## config.mk

```make
export PLATFORM = sky130hd
export DESIGN_NAME = ips_patch_stream_parser
export DESIGN_NICKNAME = d
export VERILOG_FILES = /design/src/hw/rtl/ipsp_pkg.sv /design/src/hw/rtl/ipsp_step.sv /design/src/hw/rtl/ips_patch_stream_parser.sv
export VERILOG_INCLUDE_DIRS = /design/src /design/src/hw/rtl
export SDC_FILE = /design/constraint.sdc
export NUM_CORES = 1
export LEC_CHECK = 0
export BUFFER_PORTS_ARGS = -buffer_cell sky130_fd_sc_hd__buf_4
export CAP_MARGIN = 10
export CORE_MARGIN = 2
export CORE_UTILIZATION = 54
export CTS_CLUSTER_DIAMETER = 80
export DETAILED_ROUTE_END_ITERATION = 8
export PLACE_DENSITY = 0.77
export REMOVE_ABC_BUFFERS = 1
export SLEW_MARGIN = 5
export SYNTH_ARGS = -nofsm -noshare
export SYNTH_HDL_FRONTEND = slang
export SYNTH_SLANG_ARGS = --single-unit
```

## constraint.sdc

```tcl
create_clock -name clock -period 4.4 [get_ports clock]
set_clock_uncertainty 0.2 [all_clocks]
set_input_delay 0.22 -clock clock [delete_from_list [all_inputs] [get_ports clock]]
set_output_delay 0.22 -clock clock [all_outputs]
set_load 0.005 [all_outputs]
```

## src/hw/rtl/ips_patch_stream_parser_macros.svh

```systemverilog
// Assertion macros shared by the IPS patch stream parser RTL.
// Depends on nothing; included by files that carry concurrent assertions.
`ifndef IPS_PATCH_STREAM_PARSER_MACROS_SVH
`define IPS_PATCH_STREAM_PARSER_MACROS_SVH

// Implication checked in the same cycle.
`define IPSP_ASSERT_NOW(label, clk, rst, ante, cons, msg) \
   label: assert property (@(posedge clk) disable iff (rst) (ante) |-> (cons)) \
      else $error(msg);

// Implication checked in the cycle after the antecedent.
`define IPSP_ASSERT_NEXT(label, clk, rst, ante, cons, msg) \
   label: assert property (@(posedge clk) disable iff (rst) (ante) |=> (cons)) \
      else $error(msg);

`endif

```

## src/hw/rtl/ipsp_pkg.sv

```systemverilog
// Package for the IPS patch stream parser: phase type, result codes, constants
// and the state and result structures. Depends on nothing.
package ipsp_pkg;

   localparam int unsigned ByteW     = 8;
   localparam int unsigned OffsetW   = 24;
   localparam int unsigned AddrW     = 25;
   localparam int unsigned LenW      = 16;
   localparam int unsigned CountW    = 3;
   localparam int unsigned KindW     = 2;
   localparam int unsigned RspDataW  = 56;

   localparam logic [OffsetW-1:0] EofMark   = 24'h454F46;
   localparam logic [CountW-1:0]  HeaderLen = 3'd5;
   localparam logic [CountW-1:0]  OffsetLen = 3'd3;
   localparam logic [CountW-1:0]  SizeLen   = 3'd2;

   localparam logic [KindW-1:0] KIND_LITERAL = 2'd0;
   localparam logic [KindW-1:0] KIND_RUN     = 2'd1;
   localparam logic [KindW-1:0] KIND_END     = 2'd2;

   typedef enum logic [2:0] {
      PH_HEADER   = 3'd0,
      PH_OFFSET   = 3'd1,
      PH_SIZE     = 3'd2,
      PH_RUNCOUNT = 3'd3,
      PH_RUNVAL   = 3'd4,
      PH_DATA     = 3'd5,
      PH_DONE     = 3'd6
   } phase_type;

   typedef struct packed {
      phase_type            phase;
      logic [CountW-1:0]    field_count;
      logic [OffsetW-1:0]   offset;
      logic [LenW-1:0]      length;
      logic [LenW-1:0]      index;
   } state_type;

   typedef struct packed {
      logic                 valid;
      logic [KindW-1:0]     kind;
      logic [AddrW-1:0]     address;
      logic [LenW-1:0]      run_count;
      logic [ByteW-1:0]     value;
      logic                 last;
   } result_type;

endpackage

```

## src/hw/rtl/ipsp_step.sv

```systemverilog
// Per-byte parsing step of the IPS patch stream parser: next state and result.
// Depends on ipsp_pkg.
module ipsp_step (
   input  ipsp_pkg::state_type          state_cur,
   input  logic [ipsp_pkg::ByteW-1:0]   patch_byte,
   input  logic                         file_start,
   output ipsp_pkg::state_type          state_next,
   output ipsp_pkg::result_type         result
);
   import ipsp_pkg::*;

   state_type           cur;
   logic [CountW-1:0]   count_inc;
   logic [OffsetW-1:0]  offset_shift;
   logic [LenW-1:0]     length_shift;
   logic                data_last;

   always_comb begin
      if (file_start) begin
         cur = '{phase: PH_HEADER, field_count: '0, offset: '0, length: '0, index: '0};
      end else begin
         cur = state_cur;
      end
   end

   assign count_inc    = cur.field_count + 3'd1;
   assign offset_shift = {cur.offset[OffsetW-ByteW-1:0], patch_byte};
   assign length_shift = {cur.length[LenW-ByteW-1:0], patch_byte};
   assign data_last    = ({1'b0, cur.index} + 17'd1) >= {1'b0, cur.length};

   always_comb begin
      state_next = cur;
      case (cur.phase)
         PH_HEADER: begin
            state_next.field_count = count_inc;
            if (count_inc >= HeaderLen) begin
               state_next.phase       = PH_OFFSET;
               state_next.field_count = '0;
               state_next.offset      = '0;
            end
         end
         PH_OFFSET: begin
            state_next.offset      = offset_shift;
            state_next.field_count = count_inc;
            if (count_inc >= OffsetLen) begin
               state_next.field_count = '0;
               if (offset_shift == EofMark) begin
                  state_next.phase = PH_DONE;
               end else begin
                  state_next.length = '0;
                  state_next.phase  = PH_SIZE;
               end
            end
         end
         PH_SIZE: begin
            state_next.length      = length_shift;
            state_next.field_count = count_inc;
            if (count_inc >= SizeLen) begin
               state_next.field_count = '0;
               if (length_shift == '0) begin
                  state_next.phase = PH_RUNCOUNT;
               end else begin
                  state_next.index = '0;
                  state_next.phase = PH_DATA;
               end
            end
         end
         PH_RUNCOUNT: begin
            state_next.length      = length_shift;
            state_next.field_count = count_inc;
            if (count_inc >= SizeLen) begin
               state_next.field_count = '0;
               state_next.phase       = PH_RUNVAL;
            end
         end
         PH_RUNVAL: begin
            state_next.phase       = PH_OFFSET;
            state_next.field_count = '0;
            state_next.offset      = '0;
         end
         PH_DATA: begin
            if (data_last) begin
               state_next.phase       = PH_OFFSET;
               state_next.field_count = '0;
               state_next.offset      = '0;
               state_next.index       = '0;
            end else begin
               state_next.index = cur.index + 16'd1;
            end
         end
         default: begin
            state_next.phase = PH_DONE;
         end
      endcase
   end

   always_comb begin
      result = '0;
      case (cur.phase)
         PH_OFFSET: begin
            if (count_inc >= OffsetLen && offset_shift == EofMark) begin
               result.valid = 1'b1;
               result.kind  = KIND_END;
            end
         end
         PH_RUNVAL: begin
            if (cur.length != '0) begin
               result.valid     = 1'b1;
               result.kind      = KIND_RUN;
               result.address   = {1'b0, cur.offset};
               result.run_count = cur.length;
               result.value     = patch_byte;
               result.last      = 1'b1;
            end
         end
         PH_DATA: begin
            result.valid   = 1'b1;
            result.kind    = KIND_LITERAL;
            result.address = {1'b0, cur.offset} + {9'd0, cur.index};
            result.value   = patch_byte;
            result.last    = data_last;
         end
         default: begin
            result = '0;
         end
      endcase
   end

endmodule

```

## src/hw/rtl/ips_patch_stream_parser.sv

```systemverilog
// Top level of the IPS patch stream parser: parser state, stream handshake and
// result register. Depends on ipsp_pkg, ipsp_step and the assertion macros.
//
//   Channel   Direction   Item
//   req_      in          one patch file byte, tuser marks the start of a file
//   rsp_      out         one write, run fill or end marker
//
// Every accepted byte is parsed in the cycle it is taken; its result, if any,
// appears in the result register in the next cycle. One byte per cycle flows if
// results drain; the result register is the only stage between the two sides.
// A stalled result holds the input only while the register is full and not
// taken. Reset clears the parser to the header phase and empties the output.
`include "ips_patch_stream_parser_macros.svh"

module ips_patch_stream_parser (
   input  logic                            clock,
   input  logic                            reset,
   input  logic                            req_tvalid,
   output logic                            req_tready,
   input  logic [7:0]                      req_tdata,  // [7:0] patch_byte
   input  logic                            req_tuser,  // [0] file_start
   output logic                            rsp_tvalid,
   input  logic                            rsp_tready,
   // [24:0] target_address, [40:25] run_count, [48:41] byte_value, [55:49] zero
   output logic [ipsp_pkg::RspDataW-1:0]   rsp_tdata,
   output logic [ipsp_pkg::KindW-1:0]      rsp_tuser,  // [1:0] result_kind
   output logic                            rsp_tlast   // record_last
);
   import ipsp_pkg::*;

   state_type    state_ff, state_in, state_step;
   result_type   result;
   logic         rsp_valid_ff, rsp_valid_in;
   logic [RspDataW-1:0] rsp_data_ff, rsp_data_in;
   logic [KindW-1:0]    rsp_kind_ff, rsp_kind_in;
   logic         rsp_last_ff, rsp_last_in;
   logic         req_accept;

   ipsp_step u_step (
      .state_cur  (state_ff),
      .patch_byte (req_tdata),
      .file_start (req_tuser),
      .state_next (state_step),
      .result     (result)
   );

   assign req_tready = !rsp_valid_ff || rsp_tready;
   assign req_accept = req_tvalid && req_tready;

   always_comb begin
      state_in     = state_ff;
      rsp_valid_in = rsp_valid_ff && !rsp_tready;
      rsp_data_in  = rsp_data_ff;
      rsp_kind_in  = rsp_kind_ff;
      rsp_last_in  = rsp_last_ff;
      if (req_accept) begin
         state_in     = state_step;
         rsp_valid_in = result.valid;
         rsp_data_in  = {{(RspDataW - AddrW - LenW - ByteW){1'b0}},
                         result.value, result.run_count, result.address};
         rsp_kind_in  = result.kind;
         rsp_last_in  = result.last;
      end
   end

   always_ff @(posedge clock) begin
      if (reset) begin
         state_ff     <= '{phase: PH_HEADER, field_count: '0, offset: '0,
                           length: '0, index: '0};
         rsp_valid_ff <= 1'b0;
      end else begin
         state_ff     <= state_in;
         rsp_valid_ff <= rsp_valid_in;
      end
   end

   always_ff @(posedge clock) begin
      rsp_data_ff <= rsp_data_in;
      rsp_kind_ff <= rsp_kind_in;
      rsp_last_ff <= rsp_last_in;
   end

   assign rsp_tvalid = rsp_valid_ff;
   assign rsp_tdata  = rsp_data_ff;
   assign rsp_tuser  = rsp_kind_ff;
   assign rsp_tlast  = rsp_last_ff;

   `IPSP_ASSERT_NOW(a_end_clean, clock, reset, rsp_tvalid && rsp_tuser == KIND_END, rsp_tdata == '0 && !rsp_tlast, "end marker result carries nonzero fields")
   `IPSP_ASSERT_NOW(a_run_shape, clock, reset, rsp_tvalid && rsp_tuser == KIND_RUN, rsp_tlast && rsp_tdata[40:25] != '0, "run result without last flag or with zero count")
   `IPSP_ASSERT_NOW(a_literal_count, clock, reset, rsp_tvalid && rsp_tuser == KIND_LITERAL, rsp_tdata[40:25] == '0, "literal result with nonzero run count")
   `IPSP_ASSERT_NEXT(a_done_after_end, clock, reset, req_accept && result.valid && result.kind == KIND_END, state_ff.phase == PH_DONE, "parser not finished after end marker")

endmodule
```

======== Word-level counts from Yosys, hierarchy flattened ========
Cells that the tools add are included.
cells by class
  $add $sub $neg .......................... 4
  order comparisons ....................... 4
  equal/unequal tests ..................... 6
  muxes and demuxes ....................... 24
  reduce and logical (&&, ||, !) cells .... 11
operator list
  kind                   number
  $pmux 24 s4            1
  $mux 16                5
  $pmux 16 s2            2
  $mux 62                1
  $mux 30                2
  $mux 53                1
  $pmux 25 s2            1
  $pmux 3 s6             2
  $add 24x16->25         1
  $eq 24x23->1 const B   1
  $mux 6                 3
  $pmux 9 s2             1
  $add 16x1->17 const B  1
  $ge 17x16->1           1
  $add 16x1->16 const B  1
  $logic_not 16->1       1
  $reduce_bool 16->1     1
  $mux 3                 3
  $pmux 3 s3             1
  $eq 3x2->1 const B     2
  $eq 3x3->1 const B     2
  $ge 3x2->1 const B     2
  $add 3x1->3 const B    1
  $eq 3x1->1 const B     1
  other kinds (8)        11
word-level totals
  register bits after elaboration ......... 115
  input bits .............................. 13
  logic and storage cells ................. 59

======== Logic depth before layout (Yosys ltp) ========
Gate-level depths: netlist of run 1.
  word-level depth ........................ 7
  gate-level depth with buffers ........... 22
  depth with buffers taken out ............ 15

======== By module ========
A second synthesis of run 1 with hierarchy kept.
unflattened totals
  cell total of the unflattened synthesis .. 918
  area total of the unflattened synthesis .. 8177.8 µm²
modules (own cells, without submodules)
  module                   times used  cells each  area each (µm²)
  ips_patch_stream_parser  1           347         4642.0
  ipsp_step                1           571         3535.9

======== Least setup slack after synthesis of run 1 ========
Ideal clock, no wire load.
  path type ............................... input to register
  from .................................... input req_tuser
  to ...................................... register state_ff[56] in the netlist's numbering
  setup time .............................. 112 ps
  data arrival time ....................... 3985 ps
  data required time ...................... 4088 ps
  setup slack ............................. 103 ps
  cell stages on the path ................. 21
  path buffers ............................ 6
  path through ............................ buf_6 -> buf_6 -> clkbuf_1 -> clkbuf_1 -> clkbuf_1 -> nor2b_1 -> ha_1 -> and3_1 -> buf_2 -> nand4_2 -> nor2_1 -> nand3_1 -> xnor2_1 -> ha_1 -> a21o_1 -> a21oi_1 -> o31a_2 -> nand4_4 -> nor2_2 -> nor3b_1 -> a2111oi_1
between the ends
  cells in the longest elaborated chain, start to end .. 5
  elaborated cells between the ends (all ways) .. 19
  classes of those cells .................. add/sub (2); order compare (4); eq/ne (5); mux (7); reduce/logical (1)
ends and longest elaborated chain
  what                                          line                              source
  start, declared                               ips_patch_stream_parser.sv:21     input logic req_tuser,
  $mux 62 *                                     ipsp_step.sv:19                   if (file_start) begin
  $add 16x1->17 or $add 3x1->3 (tied branches)  ipsp_step.sv:29, ipsp_step.sv:26
  $ge 17x16->1 (tied with other cells)          ipsp_step.sv:29                   assign data_last = ({1'b0, cur.index} + 17'd1) >= {1'b0, cur.length};
  $mux 30 (tied with other cells)               ipsp_step.sv:82                   if (data_last) begin
  $pmux 3 s6 *                                  ipsp_step.sv:33                   case (cur.phase)
  end signal, assigned                          ips_patch_stream_parser.sv:68     state_ff <= '{phase: PH_HEADER, field_count: '0, offset: '0,
  end signal, assigned                          ips_patch_stream_parser.sv:72     state_ff <= state_in;
  end, declared                                 ips_patch_stream_parser.sv:31     state_type state_ff, state_in, state_step;
Mark *: on every way between the ends. The rest lies on a longest branch, timed or not.
A chain may end at the register's enable or synchronous reset.

======== Worst setup path after layout of run 1 ========
  from .................................... register state_ff[1] in the netlist's numbering
  to ...................................... register state_ff[56] in the netlist's numbering
between the ends
  cells in the longest elaborated chain, start to end .. 5
ends and longest elaborated chain
  what           line
  $mux 62        ipsp_step.sv:19
  $add 16x1->17  ipsp_step.sv:29
  $ge 17x16->1   ipsp_step.sv:29
  $mux 30        ipsp_step.sv:82
  $pmux 3 s6     ipsp_step.sv:33
Every way passes these cells.

==> results of run 1 <==
-- worst max path at each step --
stage / startpoint / endpoint / slack [ns] / depth (start not counted)
global placement: state_ff[1] / state_ff[56] / 0.43 / 15
detailed placement: state_ff[1] / state_ff[56] / 0.18 / 15
global route: state_ff[1] / state_ff[56] / -0.05 / 15
CTS: state_ff[1] / state_ff[56] / 0.13 / 15
finish: state_ff[1] / state_ff[56] / 0.29 / 15
floorplan: rsp_tvalid / state_ff[32] / 0.64 / 6
-- logic make-up (layout without fill, tap and decap cells) --
family,Yosys count,in the layout,synth area share [%]
muxes,3,3,0.441
AOI/OAI and AO/OA,205,205,20.8
and+or+nand+nor,278,278,21.9
other,1,7,0.0550
buffers and inverters,60,135,4.30
DFF,115,115,41.4
adders and majority gates,38,38,7.09
xor gates and xnor gates,31,31,3.98
-- metrics by stage --
stage	area, um2	hold slack [ns]
after floorplan	6600	0.0891
after global placement	7420	0.262
after detailed placement	7420	0.266
after CTS	8120	0.0288
after global routing	8140	0.0392
final	8140	0.0379
-- cells in the mapped netlist, types with 16 or more instances --
master | number | area [um2]
clkbuf_1 | 24 | 90.1
xor2_1 | 16 | 140
dfxtp_1 | 63 | 1260
o21ai_0 | 30 | 150
nand2_1 | 81 | 304
nor2_1 | 45 | 169
ha_1 | 37 | 463
nor2b_1 | 43 | 269
a22o_1 | 28 | 245
edfxtp_1 | 52 | 1560
and2_1 | 19 | 119
nor3_1 | 16 | 80.1
a21oi_1 | 42 | 210
-- cell usage in the layout (no fill, tap or decap), drive strengths merged, types with 13 or more instances in the layout --
cell type  netlist  layout
nor2b           43      43
and3            15      15
nor2            47      47
xnor2           15      15
edfxtp          52      52
inv             13      15
a22oi           14      14
clkbuf          24      20
dfxtp           63      63
nand2           81      81
a22o            28      28
ha              37      37
o21ai           45      45
a21oi           43      43
nor3            19      19
nand3           16      16
xor2            16      16
a211oi          14      14
and2            19      19
a32oi           13      13
buf             22      80
-- critical path, delay by kind of cell (launching register included) --
family | cells | cell delay [ns]
AOI/OAI and AO/OA | 4 | 0.89
xor gates and xnor gates | 1 | 0.21
adders and majority gates | 2 | 0.57
DFF | 1 | 0.37
and+or+nand+nor | 8 | 1.73
-- power by group through the flow --
| stage | sequential (mW) | combinational, mW | clock [mW] |
|---|---|---|---|
| 2_1_floorplan | 1.17 | 0.0681 | 0 |
| 3_3_place_gp | 1.17 | 0.152 | 0 |
| 6_report | 1.15 | 0.166 | 1.42 |
| 4_1_cts | 1.15 | 0.163 | 1.43 |
| 5_1_grt | 1.15 | 0.179 | 1.48 |
| 3_5_place_dp | 1.17 | 0.156 | 0 |
-- state kept, by name, indices dropped and copies added (netlist names) --
register,cells
state_ff,62
rsp_tdata,49
rsp_tuser,2
rsp_tlast,1
rsp_tvalid,1
-- final cells by class --
type | count | share of cell area (%)
clock buffer | 20 | 5.61
clock inverter | 12 | 1.91
tap | 172 | 2.65
inverter | 14 | 0.646
multi-input combinational | 562 | 46.0
sequential | 115 | 34.7
timing repair buffer | 89 | 8.49
-- what timing repair did --
action / in CTS / in global routing
setup endpoints to repair: 0 / 36
resized for setup: 0 / 5
hold endpoints to repair: 22 / 0
hold buffers: 9 / 0
-- routing by layer --
metal / track usage, % / up-vias / wire, um
met4: 14.8 / 0 / 724
met3: 7.78 / 62 / 1650
met2: 45.0 / 343 / 8950
met1: 38.0 / 2961 / 7930
met5: 0 / - / 0
li1: - / 2829 / -
==> impl_metrics.yaml, run 1 <==
drt:
  postRouteWirelength_mm: 19.3
  drtAntennaViolNets: 0
  drcViolationCount: 0
  wire_per_inst_um: 19.6
  vias_per_cell: 6.30
  drtPass1Iterations: 7
  vias: 6195
  drtIter0Drc: 723
power_and_ir_drop:
  power.share.clock_pct: 52.0
  switching_share_pct: 22.8
  vdd_drop_max_mv: 0.166
  p_int_mw: 2.12
  p_leak_nw: 3.22
  p_per_area_nw_per_um2: 337
  power_switching_mw: 0.625
  seq_power_share_pct: 41.9
  combPwrFrac_pct: 6.1
  finalPower_mw: 2.74
final_layout:
  finalNonFillerCells: 984
  layout-drive-gt1-share_pct: 17.4
  final_core_util_pct: 65.3
  area_delta_synth_final_pct: 19.4
  antenna_cells: 0
  nNetsFinal: 850
  fillers: 991
  seqCellArea_um2: 2820
  multiInputGateArea_um2: 3740
clock_network:
  h-tree-depth: 4
  clk_latency_ns: 0.43
  cts-root-buf: "clkbuf_16"
  post_cts_buffers: 0
  cts_sinks: 115
  clockBufferDepth: 2
  clk_pin_slew_ns: 0.05
  cts_tree: "done"
  numCtsBuffers: 17
critical_path:
  crit_chain: "nor2b_2 -> ha_2 -> and3_1 -> nand4_2 -> nor2_2 -> nand3_1 -> xnor2_1 -> ha_1 -> a21o_1 -> a21oi_1 -> o31a_2 -> nand4_4 -> nor2_2 -> nor3b_1 -> a2111oi_1"
  max_stage_delay_ns: 0.40
  crit_required_ns: 4.51
  r2r_slack_ns: 0.29
  crit_top_cell: "nor2_2"
  crit_path_end_kind: "flip-flop"
  cp_data_arrival_time_ns: 4.22
  r2r_cells: 15
  critPathLaunchType: "flip-flop"
  regToRegStartpoint: "state_ff[1]"
  cp_slowest_cell: "a2111oi_1"
  crit_fanout: 6
  r2r-end: "state_ff[56]"
  crit_type: "reg -> reg"
grt:
  overflow: 0
  grt_pass1_wl_mm: 30.1
  grt_max_degree: 43
  antenna_found_initial: 0
  grt_pass1_vias: 5881
  grt_util_all_layers_pct: 29.2
yosys:
  ys_seq_area_share_pct: 41.4
  yosys_warnings: 0
  syn_area_um2: 6810
  synth_cells: 731
  async_flop_share_pct: 0
  syn-mean-instance-area_um2: 9.32
  synth-seq-cells: 115
  synth-edff-count: 52
  yosysUniqueCellTypes: 78
  synth_ff_type: "dfxtp_1"
sta:
  tns_ns: 0
  post-route-period-util_pct: 93.4
  fmax_mhz: 243
  hold_viol_final: 0
  fin_crit_ns: 4.11
  layout_setup_ws_ns: 0.289
  worstMarginPinSlew_ns: 0.750
  max_slew_margin_pct: 50.0
  maxSlewViolCount: 0
  setup_violations: 0
die:
  dieArea_um2: 13500
  dieHeight_um: 116
  start_util_pct: 54.7
  core_area_um2: 12500
  pin_count: 74
  row_count: 41
  fp.dieW_um: 116
place:
  pre_cts_ws_ns: 0.178
  gp_congestion: 0.911
  dp_cells: 943
  place_hpwl_mm: 13.4
  io_buffers: 66
status:
  status: "completed"
hold_path:
  hold_path_end: "state_ff[55]"
  hp-class: "in -> reg"
  hp-start: "reset"
  hold_depth: 2
run:
  cap_violations: 0
(Power assumes the default switching activity.)
==> run 2: changes to the inputs <==
--- a/config.mk
+++ b/config.mk
@@ -6,13 +6,14 @@
 export SDC_FILE = /design/constraint.sdc
 export NUM_CORES = 1
 export LEC_CHECK = 0
-export BUFFER_PORTS_ARGS = -buffer_cell sky130_fd_sc_hd__buf_4
 export CAP_MARGIN = 10
 export CORE_MARGIN = 2
-export CORE_UTILIZATION = 54
+export CORE_UTILIZATION = 55
 export CTS_CLUSTER_DIAMETER = 80
 export DETAILED_ROUTE_END_ITERATION = 8
-export PLACE_DENSITY = 0.77
+export DONT_BUFFER_PORTS = 1
+export MAX_ROUTING_LAYER = met4
+export PLACE_DENSITY = 0.73
 export REMOVE_ABC_BUFFERS = 1
 export SLEW_MARGIN = 5
 export SYNTH_ARGS = -nofsm -noshare
==> impl_metrics.yaml, run 2 (synthesis results as in run 1) <==
die:
  start_util_pct: 56.5
  core_area_um2: 12100
  row_count: 40
  fp.dieW_um: 115
  pin_count: 74
  dieHeight_um: 115
  dieArea_um2: 13300
grt:
  grt_util_all_layers_pct: 30.4
  overflow: 0
  antenna_found_initial: 0
  grt_pass1_vias: 5549
  grt_max_degree: 58
  grt_pass1_wl_mm: 30.1
sta:
  fmax_mhz: 250
  tns_ns: 0
  timing.hold.ws_ns: 0.0290
  setup_violations: 0
  worstMarginPinSlew_ns: 0.775
  layout_setup_ws_ns: 0.392
  fin_crit_ns: 4.01
  hold_viol_final: 0
  post-route-period-util_pct: 91.1
  max_slew_margin_pct: 48.3
  rsz0062_at_grt: "no"
  maxSlewViolCount: 0
final_layout:
  layout-drive-gt1-share_pct: 9.21
  regMostFlops: "state_ff"
  multiInputGateArea_um2: 3750
  finalNonFillerCells: 917
  final_cell_mix: "nand2_1, dfxtp_1, edfxtp_1"
  antenna_cells: 0
  mostFrequentLayoutCell: "nand2_1"
  area_delta_synth_final_pct: 13.6
  largest_reg_flops: 62
  fillers: 938
  nNetsFinal: 787
  seqCellArea_um2: 2820
critical_path:
  crit_fanout: 11
  crit_type: "reg -> reg"
  critPathLaunchType: "flip-flop"
  crit_path_end_kind: "flip-flop"
  cp_data_arrival_time_ns: 4.11
  crit_required_ns: 4.50
power_and_ir_drop:
  p_per_area_nw_per_um2: 368
  vdd_drop_max_mv: 0.191
  finalPower_mw: 2.85
  p_leak_nw: 2.96
clock_network:
  clk_pin_slew_ns: 0.05
  h-tree-depth: 4
  clockBufferDepth: 2
  cts-root-buf: "clkbuf_16"
  numCtsBuffers: 17
  cts_tree: "done"
  clk_latency_ns: 0.42
  post_cts_buffers: 0
  cts_sinks: 115
run:
  cap_violations: 0
drt:
  vias: 6058
  postRouteWirelength_mm: 19.3
  drtIter0Drc: 764
  wire_per_inst_um: 21.0
  vias_per_cell: 6.61
  drcViolationCount: 0
  drtPass1Iterations: 6
  drtAntennaViolNets: 0
place:
  io_buffers: 0
  pre_cts_ws_ns: 0.266
  place_hpwl_mm: 12.5
  gp_congestion: 0.932
  dp_cells: 871
status:
  status: "completed"
hold_path:
  hp-class: "in -> reg"
run 2: cell count changes in the layout (fill, tap and decap cells not counted), sizes merged:
cell          before  now
buf               80   13
bufinv             3    6
clkbuf            20   22
clkinv             3    2
clkinvlp           5    2
dlygate4sd3        9   12
dlymetal6s4s       0    1
inv               15   14
run 2: layout make-up:
cell class                 count  share of cell area (%)
clock buffer                  22                    6.01
multi-input combinational    562                    48.4
inverter                      14                   0.679
timing repair buffer          26                    3.14
tap                          168                    2.71
clock inverter                10                    2.62
sequential                   115                    36.5
run 2: critical path: stages, from the launching register on:
cell and delay (ns):
dfxtp_1 0.39, nor2b_2 0.27, ha_1 0.29, and3_2 0.28, nand4_2 0.21, nor2_2 0.23
nand3_1 0.12, xnor2_1 0.18, ha_1 0.34, nand3_1 0.13, nor3_2 0.27, o311ai_2 0.18
nand4_4 0.19, o21ai_2 0.09, buf_4 0.19, a32oi_1 0.24, nor2_1 0.08
run 2: per-stage QoR:
stage	instance area (um2)	util, %
global route	7740	64.2
CTS	7720	64.0
global placement	6900	57.2
floorplan	6600	-
detailed placement	6900	57.2
finish	7740	64.2
run 2: per-layer routing:
layer | vias up | global-route usage [%] | share of wire (%)
met2 | 383 | 47.2 | 48
met1 | 2898 | 39.4 | 41
met5 | - | - | 0
li1 | 2716 | - | -
met3 | 61 | 5.59 | 8.4
met4 | 0 | 11.5 | 3.0
run 2: final timing paths:
check	start	cells after the start	slack, ns	end
max	state_ff[1]	16	0.39	state_ff[45]
min	req_tuser	3	0.03	state_ff[36]
max reg2reg	state_ff[1]	16	0.39	state_ff[45]
min reg2reg	state_ff[13]	2	0.27	state_ff[13]
run 2: repair_timing:
action,CTS,global route
endpoints found under the hold margin,75,0
hold buffers,14,0
gates resized for setup,0,7
endpoints found under the setup margin,0,35
run 2: power by group:
part	total [mW]	internal (mW)	switching [mW]	leakage [nW]
Sequential	1.15	1.14	0.0166	1.04
Combinational	0.122	0.0369	0.0852	1.60
Clock	1.57	1.09	0.484	0.315
Total	2.85	2.26	0.586	2.96
